===== src/hw/rtl/sida_pkg.sv =====
// sida_pkg: widths, ascii codes and shared types of the signed integer to
// decimal ascii converter. No dependencies.
package sida_pkg;

   localparam int VALUE_WIDTH     = 32;
   localparam int DIGITS          = 10;
   localparam int BCD_WIDTH       = 4 * DIGITS;
   localparam int CHAR_WIDTH      = 8;
   localparam int SHIFT_CNT_WIDTH = $clog2(VALUE_WIDTH);
   localparam int DIGIT_CNT_WIDTH = $clog2(DIGITS + 1);

   localparam logic [CHAR_WIDTH-1:0] CHAR_ZERO    = 8'h30;
   localparam logic [CHAR_WIDTH-1:0] CHAR_MINUS   = 8'h2D;
   localparam logic [CHAR_WIDTH-1:0] CHAR_NEWLINE = 8'h0A;

   typedef enum logic [2:0] {
      ST_IDLE,
      ST_CONVERT,
      ST_TRIM,
      ST_SIGN,
      ST_DIGITS,
      ST_NEWLINE
   } state_type;

   typedef struct packed {
      logic busy;
      logic done;
   } bcd_status_type;

endpackage


===== src/hw/rtl/sida_bcd.sv =====
// sida_bcd: bit-serial binary to bcd converter (shift and add three),
// one magnitude bit per cycle. Depends on sida_pkg.
module sida_bcd (
   input  logic                              clock,
   input  logic                              reset,
   input  logic                              start,
   input  logic [sida_pkg::VALUE_WIDTH-1:0]  magnitude,
   output sida_pkg::bcd_status_type          status,
   output logic [sida_pkg::BCD_WIDTH-1:0]    bcd
);
   import sida_pkg::*;

   localparam logic [SHIFT_CNT_WIDTH-1:0] CNT_LAST = SHIFT_CNT_WIDTH'(VALUE_WIDTH - 1);

   logic                       busy_ff, busy_in;
   logic                       done_ff, done_in;
   logic [SHIFT_CNT_WIDTH-1:0] count_ff, count_in;
   logic [VALUE_WIDTH-1:0]     bin_ff, bin_in;
   logic [BCD_WIDTH-1:0]       bcd_ff, bcd_in;
   logic [BCD_WIDTH-1:0]       corrected;

   // add three to every digit of five or more before the shift
   always_comb begin
      for (int i = 0; i < DIGITS; i++) begin
         if (bcd_ff[4*i +: 4] >= 4'd5) begin
            corrected[4*i +: 4] = bcd_ff[4*i +: 4] + 4'd3;
         end else begin
            corrected[4*i +: 4] = bcd_ff[4*i +: 4];
         end
      end
   end

   always_comb begin
      busy_in  = busy_ff;
      done_in  = 1'b0;
      count_in = count_ff;
      bin_in   = bin_ff;
      bcd_in   = bcd_ff;
      if (start) begin
         busy_in  = 1'b1;
         count_in = '0;
         bin_in   = magnitude;
         bcd_in   = '0;
      end else if (busy_ff) begin
         bin_in   = {bin_ff[VALUE_WIDTH-2:0], 1'b0};
         bcd_in   = {corrected[BCD_WIDTH-2:0], bin_ff[VALUE_WIDTH-1]};
         count_in = count_ff + 1'b1;
         if (count_ff == CNT_LAST) begin
            busy_in = 1'b0;
            done_in = 1'b1;
         end
      end
   end

   always_ff @(posedge clock) begin
      if (reset) begin
         busy_ff  <= 1'b0;
         done_ff  <= 1'b0;
         count_ff <= '0;
      end else begin
         busy_ff  <= busy_in;
         done_ff  <= done_in;
         count_ff <= count_in;
      end
      bin_ff <= bin_in;
      bcd_ff <= bcd_in;
   end

   assign status.busy = busy_ff;
   assign status.done = done_ff;
   assign bcd         = bcd_ff;

endmodule


===== src/hw/rtl/signed_int_to_decimal_ascii_top.sv =====
// signed_int_to_decimal_ascii_top: turns a signed 32-bit integer into decimal
// ascii text, one character per word. Depends on sida_pkg and sida_bcd.
//
//   channel  dir  handshake         payload
//   req      in   req_valid/stall   req_value (32, signed)
//   rsp      out  rsp_valid/stall   rsp_character (8), rsp_last (1)
//
// a value passes through the bit-serial bcd converter, then leading zeros are
// dropped one digit at a time, keeping at least one digit, then the characters
// go out one character per cycle while the rsp side does not stall.
// reset is synchronous and clears all control state.
// req_stall is high from accept until the newline is loaded into the output
// register; rsp_stall holds that register and pauses character output.
module signed_int_to_decimal_ascii_top (
   input  logic                              clock,
   input  logic                              reset,
   input  logic                              req_valid,
   output logic                              req_stall,
   input  logic signed [sida_pkg::VALUE_WIDTH-1:0] req_value,
   output logic                              rsp_valid,
   input  logic                              rsp_stall,
   output logic [sida_pkg::CHAR_WIDTH-1:0]   rsp_character,
   output logic                              rsp_last
);
   import sida_pkg::*;

   state_type                  state_ff, state_in;
   logic                       neg_ff, neg_in;
   logic [BCD_WIDTH-1:0]       digits_ff, digits_in;
   logic [DIGIT_CNT_WIDTH-1:0] num_ff, num_in;
   logic                       rsp_valid_ff, rsp_valid_in;
   logic [CHAR_WIDTH-1:0]      rsp_character_ff, rsp_character_in;
   logic                       rsp_last_ff, rsp_last_in;

   logic [VALUE_WIDTH-1:0] raw;
   logic [VALUE_WIDTH-1:0] magnitude;
   bcd_status_type         bcd_status;
   logic [BCD_WIDTH-1:0]   bcd;
   logic [3:0]             top_digit;
   logic                   trim_more;
   logic                   out_free;

   logic                   start;
   logic                   capture;
   logic                   shift;
   logic                   load;
   logic [CHAR_WIDTH-1:0]  char_out;
   logic                   last_out;

   // magnitude kept unsigned so the most negative value does not overflow
   assign raw       = req_value;
   assign magnitude = raw[VALUE_WIDTH-1] ? (~raw + 1'b1) : raw;

   sida_bcd u_bcd (
      .clock     (clock),
      .reset     (reset),
      .start     (start),
      .magnitude (magnitude),
      .status    (bcd_status),
      .bcd       (bcd)
   );

   assign top_digit = digits_ff[BCD_WIDTH-1 -: 4];
   assign trim_more = (top_digit == 4'd0) && (num_ff > DIGIT_CNT_WIDTH'(1));
   assign out_free  = !rsp_valid_ff || !rsp_stall;

   always_comb begin
      state_in = state_ff;
      case (state_ff)
         ST_IDLE: begin
            if (req_valid) state_in = ST_CONVERT;
         end
         ST_CONVERT: begin
            if (bcd_status.done) state_in = ST_TRIM;
         end
         ST_TRIM: begin
            if (!trim_more) state_in = neg_ff ? ST_SIGN : ST_DIGITS;
         end
         ST_SIGN: begin
            if (out_free) state_in = ST_DIGITS;
         end
         ST_DIGITS: begin
            if (out_free && num_ff == DIGIT_CNT_WIDTH'(1)) state_in = ST_NEWLINE;
         end
         ST_NEWLINE: begin
            if (out_free) state_in = ST_IDLE;
         end
         default: state_in = ST_IDLE;
      endcase
   end

   always_comb begin
      req_stall = 1'b1;
      start     = 1'b0;
      capture   = 1'b0;
      shift     = 1'b0;
      load      = 1'b0;
      char_out  = CHAR_NEWLINE;
      last_out  = 1'b0;
      case (state_ff)
         ST_IDLE: begin
            req_stall = 1'b0;
            start     = req_valid;
         end
         ST_CONVERT: begin
            capture = bcd_status.done;
         end
         ST_TRIM: begin
            shift = trim_more;
         end
         ST_SIGN: begin
            load     = out_free;
            char_out = CHAR_MINUS;
         end
         ST_DIGITS: begin
            load     = out_free;
            shift    = out_free;
            char_out = CHAR_ZERO + {4'd0, top_digit};
         end
         ST_NEWLINE: begin
            load     = out_free;
            last_out = 1'b1;
         end
         default: begin
            req_stall = 1'b1;
         end
      endcase
   end

   always_comb begin
      neg_in    = neg_ff;
      digits_in = digits_ff;
      num_in    = num_ff;
      if (start) neg_in = raw[VALUE_WIDTH-1];
      if (capture) begin
         digits_in = bcd;
         num_in    = DIGIT_CNT_WIDTH'(DIGITS);
      end else if (shift) begin
         digits_in = {digits_ff[BCD_WIDTH-5:0], 4'd0};
         num_in    = num_ff - 1'b1;
      end

      rsp_valid_in     = rsp_valid_ff;
      rsp_character_in = rsp_character_ff;
      rsp_last_in      = rsp_last_ff;
      if (load) begin
         rsp_valid_in     = 1'b1;
         rsp_character_in = char_out;
         rsp_last_in      = last_out;
      end else if (!rsp_stall) begin
         rsp_valid_in = 1'b0;
      end
   end

   always_ff @(posedge clock) begin
      if (reset) begin
         state_ff     <= ST_IDLE;
         neg_ff       <= 1'b0;
         num_ff       <= '0;
         rsp_valid_ff <= 1'b0;
      end else begin
         state_ff     <= state_in;
         neg_ff       <= neg_in;
         num_ff       <= num_in;
         rsp_valid_ff <= rsp_valid_in;
      end
      digits_ff        <= digits_in;
      rsp_character_ff <= rsp_character_in;
      rsp_last_ff      <= rsp_last_in;
   end

   assign rsp_valid     = rsp_valid_ff;
   assign rsp_character = rsp_character_ff;
   assign rsp_last      = rsp_last_ff;

   a_accept_starts: assert property (@(posedge clock) disable iff (reset)
      (req_valid && !req_stall) |=> (state_ff == ST_CONVERT && bcd_status.busy))
      else $error("accepted word did not start conversion");

   a_done_in_convert: assert property (@(posedge clock) disable iff (reset)
      bcd_status.done |-> (state_ff == ST_CONVERT))
      else $error("bcd result arrived outside conversion");

   a_digit_count: assert property (@(posedge clock) disable iff (reset)
      (state_ff == ST_DIGITS) |-> (num_ff >= DIGIT_CNT_WIDTH'(1) &&
                                   num_ff <= DIGIT_CNT_WIDTH'(DIGITS)))
      else $error("digit count out of range while emitting");

   a_last_is_newline: assert property (@(posedge clock) disable iff (reset)
      (rsp_valid_ff && rsp_last_ff) |-> (rsp_character_ff == CHAR_NEWLINE))
      else $error("last word is not a newline");

endmodule


===== config.mk =====
export PLATFORM = sky130hd
export DESIGN_NAME = signed_int_to_decimal_ascii_top
export DESIGN_NICKNAME = d
export VERILOG_FILES = /design/src/hw/rtl/sida_pkg.sv /design/src/hw/rtl/sida_bcd.sv /design/src/hw/rtl/signed_int_to_decimal_ascii_top.sv
export SDC_FILE = /design/constraint.sdc
export NUM_CORES = 1
export LEC_CHECK = 0
export BUFFER_PORTS_ARGS = -buffer_cell sky130_fd_sc_hd__buf_2
export CAP_MARGIN = 20
export CORE_MARGIN = 5
export CORE_UTILIZATION = 55
export CTS_BUF_LIST = sky130_fd_sc_hd__clkbuf_16
export DETAILED_ROUTE_END_ITERATION = 12
export PLACE_DENSITY_LB_ADDON = 0.3
export SKIP_CTS_REPAIR_TIMING = 1
export SYNTH_ARGS = -nofsm -noshare
export SYNTH_HDL_FRONTEND = slang
export SYNTH_SLANG_ARGS = --single-unit

===== constraint.sdc =====
create_clock -name clock -period 2.85 [get_ports clock]
set_input_delay 0.1425 -clock clock [delete_from_list [all_inputs] [get_ports clock]]
set_output_delay 0.1425 -clock clock [all_outputs]
set_load 0.1 [all_outputs]

Yosys cells after proc, flatten, opt, wreduce, memory -nomap -nowiden --
Index checks and enable logic that the tools add are counted.
Word-level totals: output and inout port bits 11, input bits 36, word-level logic and storage cells 106, bits in registers 137
Cells by class: mux-type cells 38, add/subtract/negate cells 14, equal/unequal tests 14, order comparisons 11, bitwise gates (word level) 2, reduce and logical (&&, ||, !) cells 14
Operators by type and width (number):
- two-way mux 32 bit | 3
- two-way mux 40 bit | 2
- two-way mux 4 bit | 11
- greater-or-equal comparator 4 x 3 -> 1 bit, second input constant | 10
- adder 4 x 2 -> 4 bit, second input constant | 9
- adder 32 x 1 -> 32 bit, second input constant | 1
- inverter 32 bit | 1
- two-way mux 3 bit | 8
- one-hot mux 3 bit (6 select lines) | 1
- one-hot mux 7 bit (2 select lines) | 1
- two-way mux 1 bit | 11
- != test 2 bit, second input constant | 5
- adder 6 x 4 -> 7 bit, first input constant | 1
- equality test 3 x 2 -> 1 bit, second input constant | 2
- equality test 3 bit, second input constant | 2
- AND reduction 6 bit | 1
- OR reduction 3 bit | 2
- adder 5 x 1 -> 5 bit, second input constant | 1
- equality test 5 bit, second input constant | 1
- equality test 4 x 1 -> 1 bit, second input constant | 1
- > comparator 4 x 1 -> 1 bit, second input constant | 1
- logical NOT 4 bit | 1
- != test 2 x 1 -> 1 bit, second input constant | 2
- nonzero test 2 bit | 2
- other kinds (10) | 13

Logic depth before layout (Yosys ltp) --
Gate-level depths: netlist (run 1).
depth in word-level cells 5, gate-level depth with buffers 7, depth with buffers taken out 7

Hierarchy --
Synthesis (run 1) repeated with hierarchy kept, for this count alone.
Second synthesis, totals: cells, all modules 680, area, all modules 7335.8 um2
By module, submodules not included:
- sida_bcd | times used 1, area each 4086.4 um2, seq. area each 1901.8 um2, cells each 404
- signed_int_to_decimal_ascii_top | times used 1, area each 3249.4 um2, seq. area each 1591.5 um2, cells each 276

Worst setup path before layout (run 1) --
OpenSTA, ideal clock, no wires.
kind reg-to-reg, from reg rsp_valid_ff, in the netlist rsp_valid, to reg digits_ff[0], enable pin, clock period less this slack 2.876 ns, required time 2.216 ns, path slack -0.026 ns, setup time 0.634 ns, arrival time 2.242 ns, cell stages (with the launch flop) 4, path buffers 0, cells stage by stage dfxtp_1 -> nand2_1 -> nand2_1 -> nand3_1
On the way: longest elaborated chain between the ends 4
Ends and longest elaborated chain:
- start, declared | line signed_int_to_decimal_ascii_top.sv:31 | logic rsp_valid_ff, rsp_valid_in;
- start signal, assigned | line signed_int_to_decimal_ascii_top.sv:165 | rsp_valid_ff <= rsp_valid_in;
- logical NOT 1 bit | line signed_int_to_decimal_ascii_top.sv:65 | assign out_free = !rsp_valid_ff || !rsp_stall;
- logical OR 1 bit | line signed_int_to_decimal_ascii_top.sv:65
- one-hot mux 1 bit (2 select lines) | line signed_int_to_decimal_ascii_top.sv:100 | case (state_ff)
- nonzero test 2 bit (no source line)
- end signal, assigned | line signed_int_to_decimal_ascii_top.sv:167 | digits_ff <= digits_in;
- end, declared | line signed_int_to_decimal_ascii_top.sv:29 | logic [BCD_WIDTH-1:0] digits_ff, digits_in;
Every way passes these cells. A chain may end at the register's enable or synchronous reset.

Worst setup path after layout (run 1) --
from reg state_ff[1], to reg digits_ff[10], enable pin
On the way: longest elaborated chain between the ends 3, elaborated cells between the ends (all ways) 6, classes of those cells 3 x eq/ne; 2 x mux; 1 x reduce/logical
Ends and longest elaborated chain:
- start, declared | line signed_int_to_decimal_ascii_top.sv:27 | state_type state_ff, state_in;
- start signal, assigned | line signed_int_to_decimal_ascii_top.sv:162 | state_ff <= state_in;
- equality test 3 bit, or another cell as far along | line signed_int_to_decimal_ascii_top.sv:100
- one-hot mux 1 bit (2 select lines) / two-way mux 1 bit (equally long branches) | line signed_int_to_decimal_ascii_top.sv:100
- nonzero test 2 bit (no source line) *
Mark *: on every way between the ends. The rest lies on a longest branch, timed or not.

==> metrics, run 1 <==
outcome=finished clean; share of cells above drive strength 1=0.1345; number of diodes=0; area growth from synthesis to layout=13.42%; Bufs and invs on worst path=1; Pre-Repair DR Iteration Count=4; Final Max Tran Viols=0; count of state elements after synthesis=135; Final HPWL DP=8.678 mm; hold endpoint=rsp_valid$_SDFFE_PP0P_; R2R cell count=4; post-synthesis sequential area ratio=0.5010; root buf cell=clkbuf_16; Clock Path Buffers=2; Tmin final=2141 ps; first-pass GRT wire length=22.30 mm; crit-path cells=nor4b_1, o211ai_2, nand3_2, buf_4; Die Height=122.6 microns; Syn Std Cell Area=0.006973 sq mm; Hold Crit Depth=3; worst slew pin tran=714.7 ps; Netlist cell types=56; worst min-delay path class=input port to flop; Worst Path Arrival=2190 ps; top cells by instance count after synthesis=128 x nand2_1, 79 x edfxtp_1, 67 x o21ai_0; CTS tree=built; Mapped Cells=725; most frequent cell after synthesis=nand2_1; TritonCTS Sinks=135; VDD IR max=0.3160 mV; grt ovf=0; Clock Skews=6.565 ps; DRC Markers=0; TritonCTS Buffers=17; clk slew on worst S/H paths=60 ps; WL final=12.98 mm; die width=122.6 microns; ys async rst share=0; Worst-Skew Late Latency=420 ps; final setup TNS=0 ps; Final Hold Viols=0; H-tree depth=4; initial core utilization=0.5571; via count=5193; beginning of the worst register-to-register path=state_ff[1]$_SDFFE_PP0P_; crit start category=flop; Final ANT Viol Nets=0; CP max stage cell=dfxtp_1; Ports=47; CP Capture Type=flop; final critical-path share of the clock period=0.7512; Nets=821; Worst Path Class, Setup=flop to flop; setup slack, reg-to-reg=710 ps; Hold Crit Start=rsp_stall; Worst R2R End=digits_ff[10]$_DFFE_PP_; GPL Wtd Cong=0.8216; Critical Path RT=2900 ps; GR Util All Layers=0.1836; Worst slew margin=0.5235; Synth area leader=edfxtp_1; mean area per synthesized cell=9.618 sq um; Pwr Density=602.9 mW/mm^2; delay-heaviest family, CP=flip-flops; Via density=5.495; core box area=0.01252 sq mm; largest net degree at the start of global routing=61; Post-synth EDFFs=79; post-synth top area share=0.3402; Static Leak=0.003065 uW; Wirelength per Cell=13.73 microns; CP peak stage delay=590 ps; vias in the first global route=5035; DR iter-0 viols=395; dominant synthesized flop cell=edfxtp_1; top cells by area, synth=edfxtp_1 34%, dfxtp_1 16%, nand2_1 6.9%; antenna violations before repair=0; maxcap violations=0; Die Footprint=0.01503 sq mm; Pwr Total=4768 uW; CP Max Fanout=40; Synth warnings=0; RSZ-0062 raised after global routing=false; FMAX=467.1 MHz; Std-Cell Rows=41; I/O Buffers=44; Final Setup Violations=0; CP Depth=4; layout filler cell count=1057
## routing by layer
metal / part of all wire / vias up / global-route usage
met4: 0.014 / 0 / 0.07348
met3: 0.031 / 15 / 0.03641
met2: 0.50 / 70 / 0.3226
li1: - / 2621 / -
met5: 0 / - / 0
met1: 0.46 / 2487 / 0.2211
## cell families after synthesis
logic type / synth area share
mux: 0.04307
xor+xnor: 0.05275
fa+ha+maj: 0.04486
other cells: 0.0005378
buf+inv: 0.03768
compound gates: 0.1317
simple gates: 0.1884
flops: 0.5010
## registers in the layout, indices dropped and copies added (netlist names)
signal	cells
digits_ff	40
neg_ff	1
num_ff	4
rsp_character	6
rsp_last	1
rsp_valid	1
state_ff	3
u_bcd.bcd	40
u_bcd.bin_ff	32
u_bcd.busy_ff	1
u_bcd.count_ff	5
u_bcd.done_ff	1
## power breakdown
| group | switching, uW | total [uW] | internal, uW |
|---|---|---|---|
| Clock | 795 | 2060 | 1270 |
| Combinational | 289 | 462 | 174 |
| Sequential | 57.4 | 2240 | 2180 |
## cells in the final DEF (no fill, tap or decap), types with 5 or more instances in the layout
cell type and count:
dfxtp_1 55, inv_1 30, nand2b_1 15, nand4_1 5, xnor2_1 17, edfxtp_1 79
mux2i_1 30, o21ai_0 67, clkinvlp_4 5, clkbuf_16 17, a21oi_1 41, ha_1 25
o41ai_1 5, buf_4 8, nand3_1 18, a211oi_1 8, o31ai_1 10, nand2_1 128
buf_2 44, clkinv_2 5, nor2_1 48, nor3_1 11, nor3b_1 8, xor2_1 25
## worst min-delay path, delay by kind of cell
family	cells	cell delay, ps
AOI/OAI and AO/OA	1	70
and+or+nand+nor	1	100
buffers and inverters	1	100
## per-stage QoR
| step | setup slack [ps] | instance area (sq um) | utilization | instances | hold slack (ps) |
|---|---|---|---|---|---|
| final | 709.2 | 7909 | 0.6318 | 945 | 50.07 |
| after global routing | 580.0 | 7909 | 0.6318 | 945 | 54.23 |
| after CTS | 699.2 | 7909 | 0.6318 | 945 | 35.39 |
| after detailed placement | 630.2 | 7345 | 0.5868 | 913 | 463.2 |
| after global placement | 718.9 | 7345 | 0.5868 | 913 | 444.9 |
| after floorplan | 472.0 | 6982 | - | 726 | 332.4 |
## worst max-delay path by stage
stage,endpoint,from,slack [ps]
3_5_place_dp,u_bcd.bin_ff[20]$_DFFE_PP_,req_value[0],630
2_1_floorplan,digits_ff[0]$_SDFFCE_PN0P_,rsp_valid$_SDFFE_PP0P_,470
5_1_grt,digits_ff[25]$_DFFE_PP_,state_ff[1]$_SDFFE_PP0P_,580
4_1_cts,digits_ff[5]$_DFFE_PP_,state_ff[1]$_SDFFE_PP0P_,700
6_report,digits_ff[10]$_DFFE_PP_,state_ff[1]$_SDFFE_PP0P_,710
3_3_place_gp,u_bcd.bin_ff[20]$_DFFE_PP_,req_value[0],720
## final cells by class
| cell class | instances | area [sq um] | area share |
|---|---|---|---|
| repair buffers | 52 | 280.3 | 0.03544 |
| multi-input cells | 524 | 3242 | 0.4099 |
| clock buffers | 17 | 425.4 | 0.05379 |
| clock inverters | 15 | 138.9 | 0.01756 |
| flip-flops and latches | 135 | 3495 | 0.4419 |
| well taps | 172 | 215.2 | 0.02721 |
| inverters | 30 | 112.6 | 0.01424 |
(Power assumes the default switching activity.)
==> run 2, diff against run 1 <==
==> constraint.sdc (replaced) <==
create_clock -name clock -period 1.9 [get_ports clock]
set_input_delay 0.095 -clock clock [delete_from_list [all_inputs] [get_ports clock]]
set_output_delay 0.095 -clock clock [all_outputs]
set_load 0.1 [all_outputs]
==> run 2 against run 1 <==
Against the previous run:
- flip-flop and latch count is the same
- non-clock buffer count grew 27
- via count grew 3.6%
- register-to-register slack lost 630 ps
- utilization grew 3.2 points
- power grew 59%
- cell count grew 2.9%
- maximum frequency grew 18%
- clock skew shrank 0.72 ps
- critical endpoint is now state_ff[0]$_SDFFE_PP0P_
- largest cell class unchanged
- highest routed layer unchanged
==> metrics, run 2 (synthesized netlist as in run 1, its figures left out) <==
TritonCTS Buffers=17 (unchanged); min setup slack post-route=81.50 ps (-627.7 ps); grt ovf=0 (unchanged); Clock Skews=5.845 ps (-0.7199 ps); Clock Path Buffers=2 (unchanged); worst min-delay path class=input port to flop; switching power=1733 uW (+52%); Multi-input gate area=0.003283 sq mm (+1.3%); Final Hold Viols=0 (unchanged); Die Height=122.6 microns (unchanged); Via density=5.534 (+0.70%); die width=122.6 microns (unchanged); grt met2 use=0.3353 (+0.01271); antenna violations before repair=0 (unchanged); maxcap violations=0 (unchanged); RSZ-0062 raised after global routing=true; most used routing layer=met2; most frequent cells in the layout=125 x nand2_1, 79 x edfxtp_1, 67 x o21ai_0, 53 x dfxtp_1, 48 x nor2_1; Placed Instances=935 (+2.4%); sequential cell area=0.003497 sq mm (about the same); final critical-path share of the clock period=0.9571 (+0.2059); Worst-Skew Late Latency=420 ps (about the same); Flop pwr share=0.444 (-0.026); outcome=finished clean; Std-Cell Rows=41 (unchanged); Final HPWL DP=9.127 mm (+5.2%); layout filler cell count=949 (-10%); final core utilization=0.6641 (+0.03229); H-tree depth=4 (unchanged); Worst slew margin=0.6366 (+0.1131); core box area=0.01252 sq mm (unchanged); Sw Ratio=0.2292 (-0.01021); number of diodes=0 (unchanged); Wirelength per Cell=14.67 microns (+6.9%); Cell Int Power=5830 uW (+61%); clk slew on worst S/H paths=60 ps (about the same); area growth from synthesis to layout=19.22%; Ports=47 (unchanged); Static Leak=0.003295 uW (+7.5%); first-pass GRT wire length=23.42 mm (+5.0%); Critical Path RT=2250 ps (-650 ps); part of the power in the clock network=0.451 (+0.018); Worst Path Class, Setup=flop to flop; largest net degree at the start of global routing=57 (-6.6%); Final Setup Violations=0 (unchanged); hold slack=30.37 ps (-19.70 ps); GPL Wtd Cong=0.8161 (-0.67%); Die Footprint=0.01503 sq mm (unchanged); CP Max Fanout=5 (-88%); met1 Usage GRT=0.2385 (+0.01735); Placement Setup Slack=-75.25 ps (-705.4 ps); CTS tree=built; I/O Buffers=44 (unchanged); CP Capture Type=flop; via count=5379 (+3.6%); commonest non-fill, non-tap cell in the layout=nand2_1; Tmin final=1819 ps (-322.3 ps); share of cells above drive strength 1=0.1663 (+0.03171); VDD IR max=0.4462 mV (+41%); GR Util All Layers=0.1933 (+0.009665); Pwr Density=909.8 mW/mm^2 (+51%); Final Max Tran Viols=0 (unchanged); met3 usage=0.04332 (+0.006912); DRC Markers=0 (unchanged); TritonCTS Sinks=135 (unchanged); initial core utilization=0.5571 (unchanged); FMAX=549.9 MHz (+18%); Final ANT Viol Nets=0 (unchanged); root buf cell=clkbuf_16; crit start category=flop; Pre-Repair DR Iteration Count=7 (+3); DR iter-0 viols=386 (-2.3%); fin cells=972 (+2.9%); Nets=848 (+3.3%); WL final=14.26 mm (+9.9%); Comb pwr share=0.105 (+0.008); worst slew pin tran=538.0 ps (-176.7 ps); Worst Path Arrival=2170 ps (-20 ps); vias in the first global route=5203 (+3.3%)
==> run 2: cell count changes in the layout (fill, tap and decap cells not counted), moves of 3 or more <==
cell / previous run / this run
buf_12: 0 / 4
clkinvlp_4: 5 / 1
clkinv_2: 5 / 2
buf_4: 8 / 27
nand2_1: 128 / 125
nand2_2: 1 / 4
clkbuf_16: 17 / 20
inv_1: 30 / 33
==> run 2: through the flow <==
step	TNS, ps	instance area, sq um	power (uW)
3_3_place_gp	-53.05	7584	4113
5_1_grt	-13.05	8313	7832
3_5_place_dp	-452.7	7584	4161
4_1_cts	0	8198	7561
6_report	0	8313	7563
2_1_floorplan	0	6993	3913
==> run 2: worst max-delay path, stage by stage (launching register included) <==
cell,delay [ps]
dfxtp_1,330
inv_1,90
ha_1,180
nor2_1,60
o211ai_2,280
o2111ai_2,210
or3b_2,470
a21oi_1,130
==> run 2: power groups by stage <==
stage | clock (uW) | sequential, uW | combinational (uW)
floorplan | 0 | 3390 | 521
global placement | 0 | 3410 | 705
detailed placement | 0 | 3410 | 746
finish | 3410 | 3360 | 794
global route | 3580 | 3380 | 877
CTS | 3450 | 3360 | 750
==> run 2: path summary, 6_finish.rpt <==
kind	startpoint	end	slack [ps]	cells after the start
max	num_ff[1]$_SDFFE_PP0P_	state_ff[0]$_SDFFE_PP0P_	80	7
min	rsp_stall	rsp_valid$_SDFFE_PP0P_	30	3
max reg2reg	num_ff[1]$_SDFFE_PP0P_	state_ff[0]$_SDFFE_PP0P_	80	7
min reg2reg	neg_ff$_SDFFE_PP0P_	neg_ff$_SDFFE_PP0P_	460	2
==> run 2: cell type report <==
| class | count | share of cell area |
|---|---|---|
| clock inverter | 14 | 0.01972 |
| timing repair buffer | 79 | 0.07104 |
| clock buffer | 18 | 0.05418 |
| sequential | 135 | 0.4207 |
| tap | 172 | 0.02589 |
| inverter | 30 | 0.01355 |
| multi-input combinational | 524 | 0.3949 |
==> run 2: per-layer routing <==
metal / part of all wire / up-vias
li1: - / 2686
met3: 0.038 / 18
met4: 0.013 / 0
met5: 0 / -
met2: 0.52 / 101
met1: 0.43 / 2574
==> run 3, diff against run 2 <==
--- a/config.mk
+++ b/config.mk
@@ -9,7 +9,7 @@
 export CAP_MARGIN = 20
 export CORE_MARGIN = 5
 export CORE_UTILIZATION = 55
-export CTS_BUF_LIST = sky130_fd_sc_hd__clkbuf_16
+export CTS_BUF_LIST = sky130_fd_sc_hd__clkbuf_4 sky130_fd_sc_hd__clkbuf_8
 export DETAILED_ROUTE_END_ITERATION = 12
 export PLACE_DENSITY_LB_ADDON = 0.3
 export SKIP_CTS_REPAIR_TIMING = 1
==> constraint.sdc (replaced) <==
create_clock -name clock -period 2.02 [get_ports clock]
set_input_delay 0.101 -clock clock [delete_from_list [all_inputs] [get_ports clock]]
set_output_delay 0.101 -clock clock [all_outputs]
set_load 0.1 [all_outputs]
==> run 3 against run 2 <==
Against the previous run:
- flip-flop and latch count unchanged
- global-route usage decreased by 0.18 points
- largest power group is now registers
- worst setup slack improved by 28 ps
- utilization fell by 3.3 points
- register-to-register slack improved by 30 ps
- non-clock buffer count fell by 12
- power decreased by 21%
- largest cell class unchanged
- sequential power decreased by 6.0%
- maximum frequency fell by 4.8%
- combinational power decreased by 13%
- first-iteration DRC count increased by 7.5%
- clock-buffer cell count increased by 9
==> metrics, run 3 (synthesized netlist as in run 1, its figures left out) <==
Wirelength per Cell=13.98 microns (-4.7%); final critical-path share of the clock period=0.9457 (-0.01145); VDD IR max=0.3300 mV (-26%); Final Setup Violations=0 (unchanged); WL final=13.42 mm (-5.9%); root buf cell=clkbuf_8; Final ANT Viol Nets=0 (unchanged); grt ovf=0 (unchanged); Static Leak=0.003086 uW (-6.3%); Final Hold Viols=0 (unchanged); Die Footprint=0.01503 sq mm (unchanged); CP Max Fanout=40 (+35); TritonCTS Sinks=135 (unchanged); Placement Cell Area=0.007496 sq mm (-1.2%); Ports=47 (unchanged); Pwr Density=753.7 mW/mm^2 (-17%); CP peak stage delay=460 ps (about the same); die width=122.6 microns (unchanged); crit-path cells=nor4b_1, o211ai_2, buf_4, nand3_4, buf_12; CP Capture Type=flop; Pre-Repair DR Iteration Count=5 (-2); worst setup path startpoint=state_ff[1]$_SDFFE_PP0P_; GPL Wtd Cong=0.8231 (+0.86%); Worst slew margin=0.5223 (-0.1143); CTS tree=built; delay-heaviest family, CP=flip-flops; GR Util All Layers=0.1915 (-0.001817); share of cells above drive strength 1=0.1497 (-0.01650); core box area=0.01252 sq mm (unchanged); I/O Buffers=44 (unchanged); via count=5253 (-2.3%); worst slew pin tran=716.6 ps (+178.6 ps); CP max stage cell=dfxtp_1; TritonCTS Buffers=17 (unchanged); Bufs and invs on worst path=2 (+1); outcome=finished clean; vias in the first global route=5189 (-0.27%); clk slew on worst S/H paths=70 ps (about the same); Tmin final=1910 ps (+91.73 ps); Std-Cell Rows=41 (unchanged); Worst Path Arrival=2050 ps (-120 ps); Critical Path RT=2160 ps (-90 ps); first-pass GRT wire length=23.12 mm (-1.3%); maxcap violations=0 (unchanged); DR iter-0 viols=415 (+7.5%); DRC Markers=0 (unchanged); initial core utilization=0.5571 (unchanged); final core utilization=0.6309 (-0.03319); Final Max Tran Viols=0 (unchanged); RSZ-0062 raised after global routing=true; crit start category=flop; hold slack=33.87 ps (+3.508 ps); Via density=5.472 (-1.1%); worst min-delay path class=input port to flop; beginning of the worst register-to-register path=state_ff[1]$_SDFFE_PP0P_; commonest non-fill, non-tap cell in the layout=nand2_1; Clock Path Buffers=2 (unchanged); Worst-Skew Late Latency=450 ps (+30 ps); antenna violations before repair=0 (unchanged); Worst Path Class, Setup=flop to flop; design area=0.007898 sq mm (-5.0%); Final HPWL DP=9.017 mm (-1.2%); area growth from synthesis to layout=13.26%; Hold Crit Start=req_value[0]; largest net degree at the start of global routing=61 (+7.0%); H-tree depth=4 (unchanged); most frequent cells in the layout=127 x nand2_1, 79 x edfxtp_1, 67 x o21ai_0, 54 x dfxtp_1, 48 x nor2_1; Nets=836 (-1.4%); Clock Skews=11.15 ps (+5.306 ps); layout filler cell count=1009 (+6.3%); Die Height=122.6 microns (unchanged); number of diodes=0 (unchanged); FMAX=523.5 MHz (-4.8%)
-- run 3: cell count changes in the layout (fill, tap and decap cells not counted), moves of 2 or more --
cell and change:
buf_4 -10, clkbuf_4 +7, nand2_1 +2, inv_1 -4
clkbuf_16 -20, bufinv_16 -3, clkbuf_8 +20, nand2_2 -2
-- run 3: layer usage --
metal | vias to the layer above | GRT usage | routed length, microns
met2 | 107 | 0.3243 | 6666
met5 | - | 0 | 0
met1 | 2484 | 0.2336 | 5952
met4 | 0 | 0.07768 | 239
met3 | 19 | 0.04885 | 561
li1 | 2643 | - | -
-- run 3: stage by stage --
stage | TNS [ps] | worst slack (ps) | std cells | power [uW]
finish | 0 | 109.8 | 960 | 5953
global route | -923.4 | -32.44 | 960 | 6227
CTS | 0 | 115.0 | 957 | 5984
detailed placement | -51.47 | -51.47 | 925 | 3900
global placement | 0 | 57.75 | 925 | 3859
floorplan | 0 | 174.5 | 726 | 3680
-- run 3: area by class of cell --
class                   instances  area, sq um  area share
flip-flops and latches        135         3496      0.4426
multi-input cells             524         3252      0.4118
repair buffers                 67        447.9     0.05672
clock buffers                  27        327.8     0.04151
well taps                     172        215.2     0.02725
inverters                      30        112.6     0.01426
clock inverters                 5        46.29    0.005862
-- run 3: worst reg2reg max path, delay by kind of cell, from the launching register on --
family                 cells  cell delay, ps
flip-flops                 1             460
AO/OA/AOI/OAI              1             230
AND/OR/NAND/NOR            2             460
buffers and inverters      2             420
-- run 3: path summary, 6_finish.rpt --
check,to,slack (ps),depth (start not counted)
hold reg to reg,neg_ff$_SDFFE_PP0P_,450,2
setup / recovery,digits_ff[9]$_DFFE_PP_,110,5
hold / removal,u_bcd.bin_ff[0]$_SDFFCE_PN0P_,30,3
setup reg to reg,digits_ff[9]$_DFFE_PP_,110,5
-- run 3: power by group --
group | internal (uW) | switching [uW] | total [uW]
Sequential | 3080 | 78.4 | 3160
Clock | 1150 | 953 | 2110
Combinational | 267 | 424 | 691
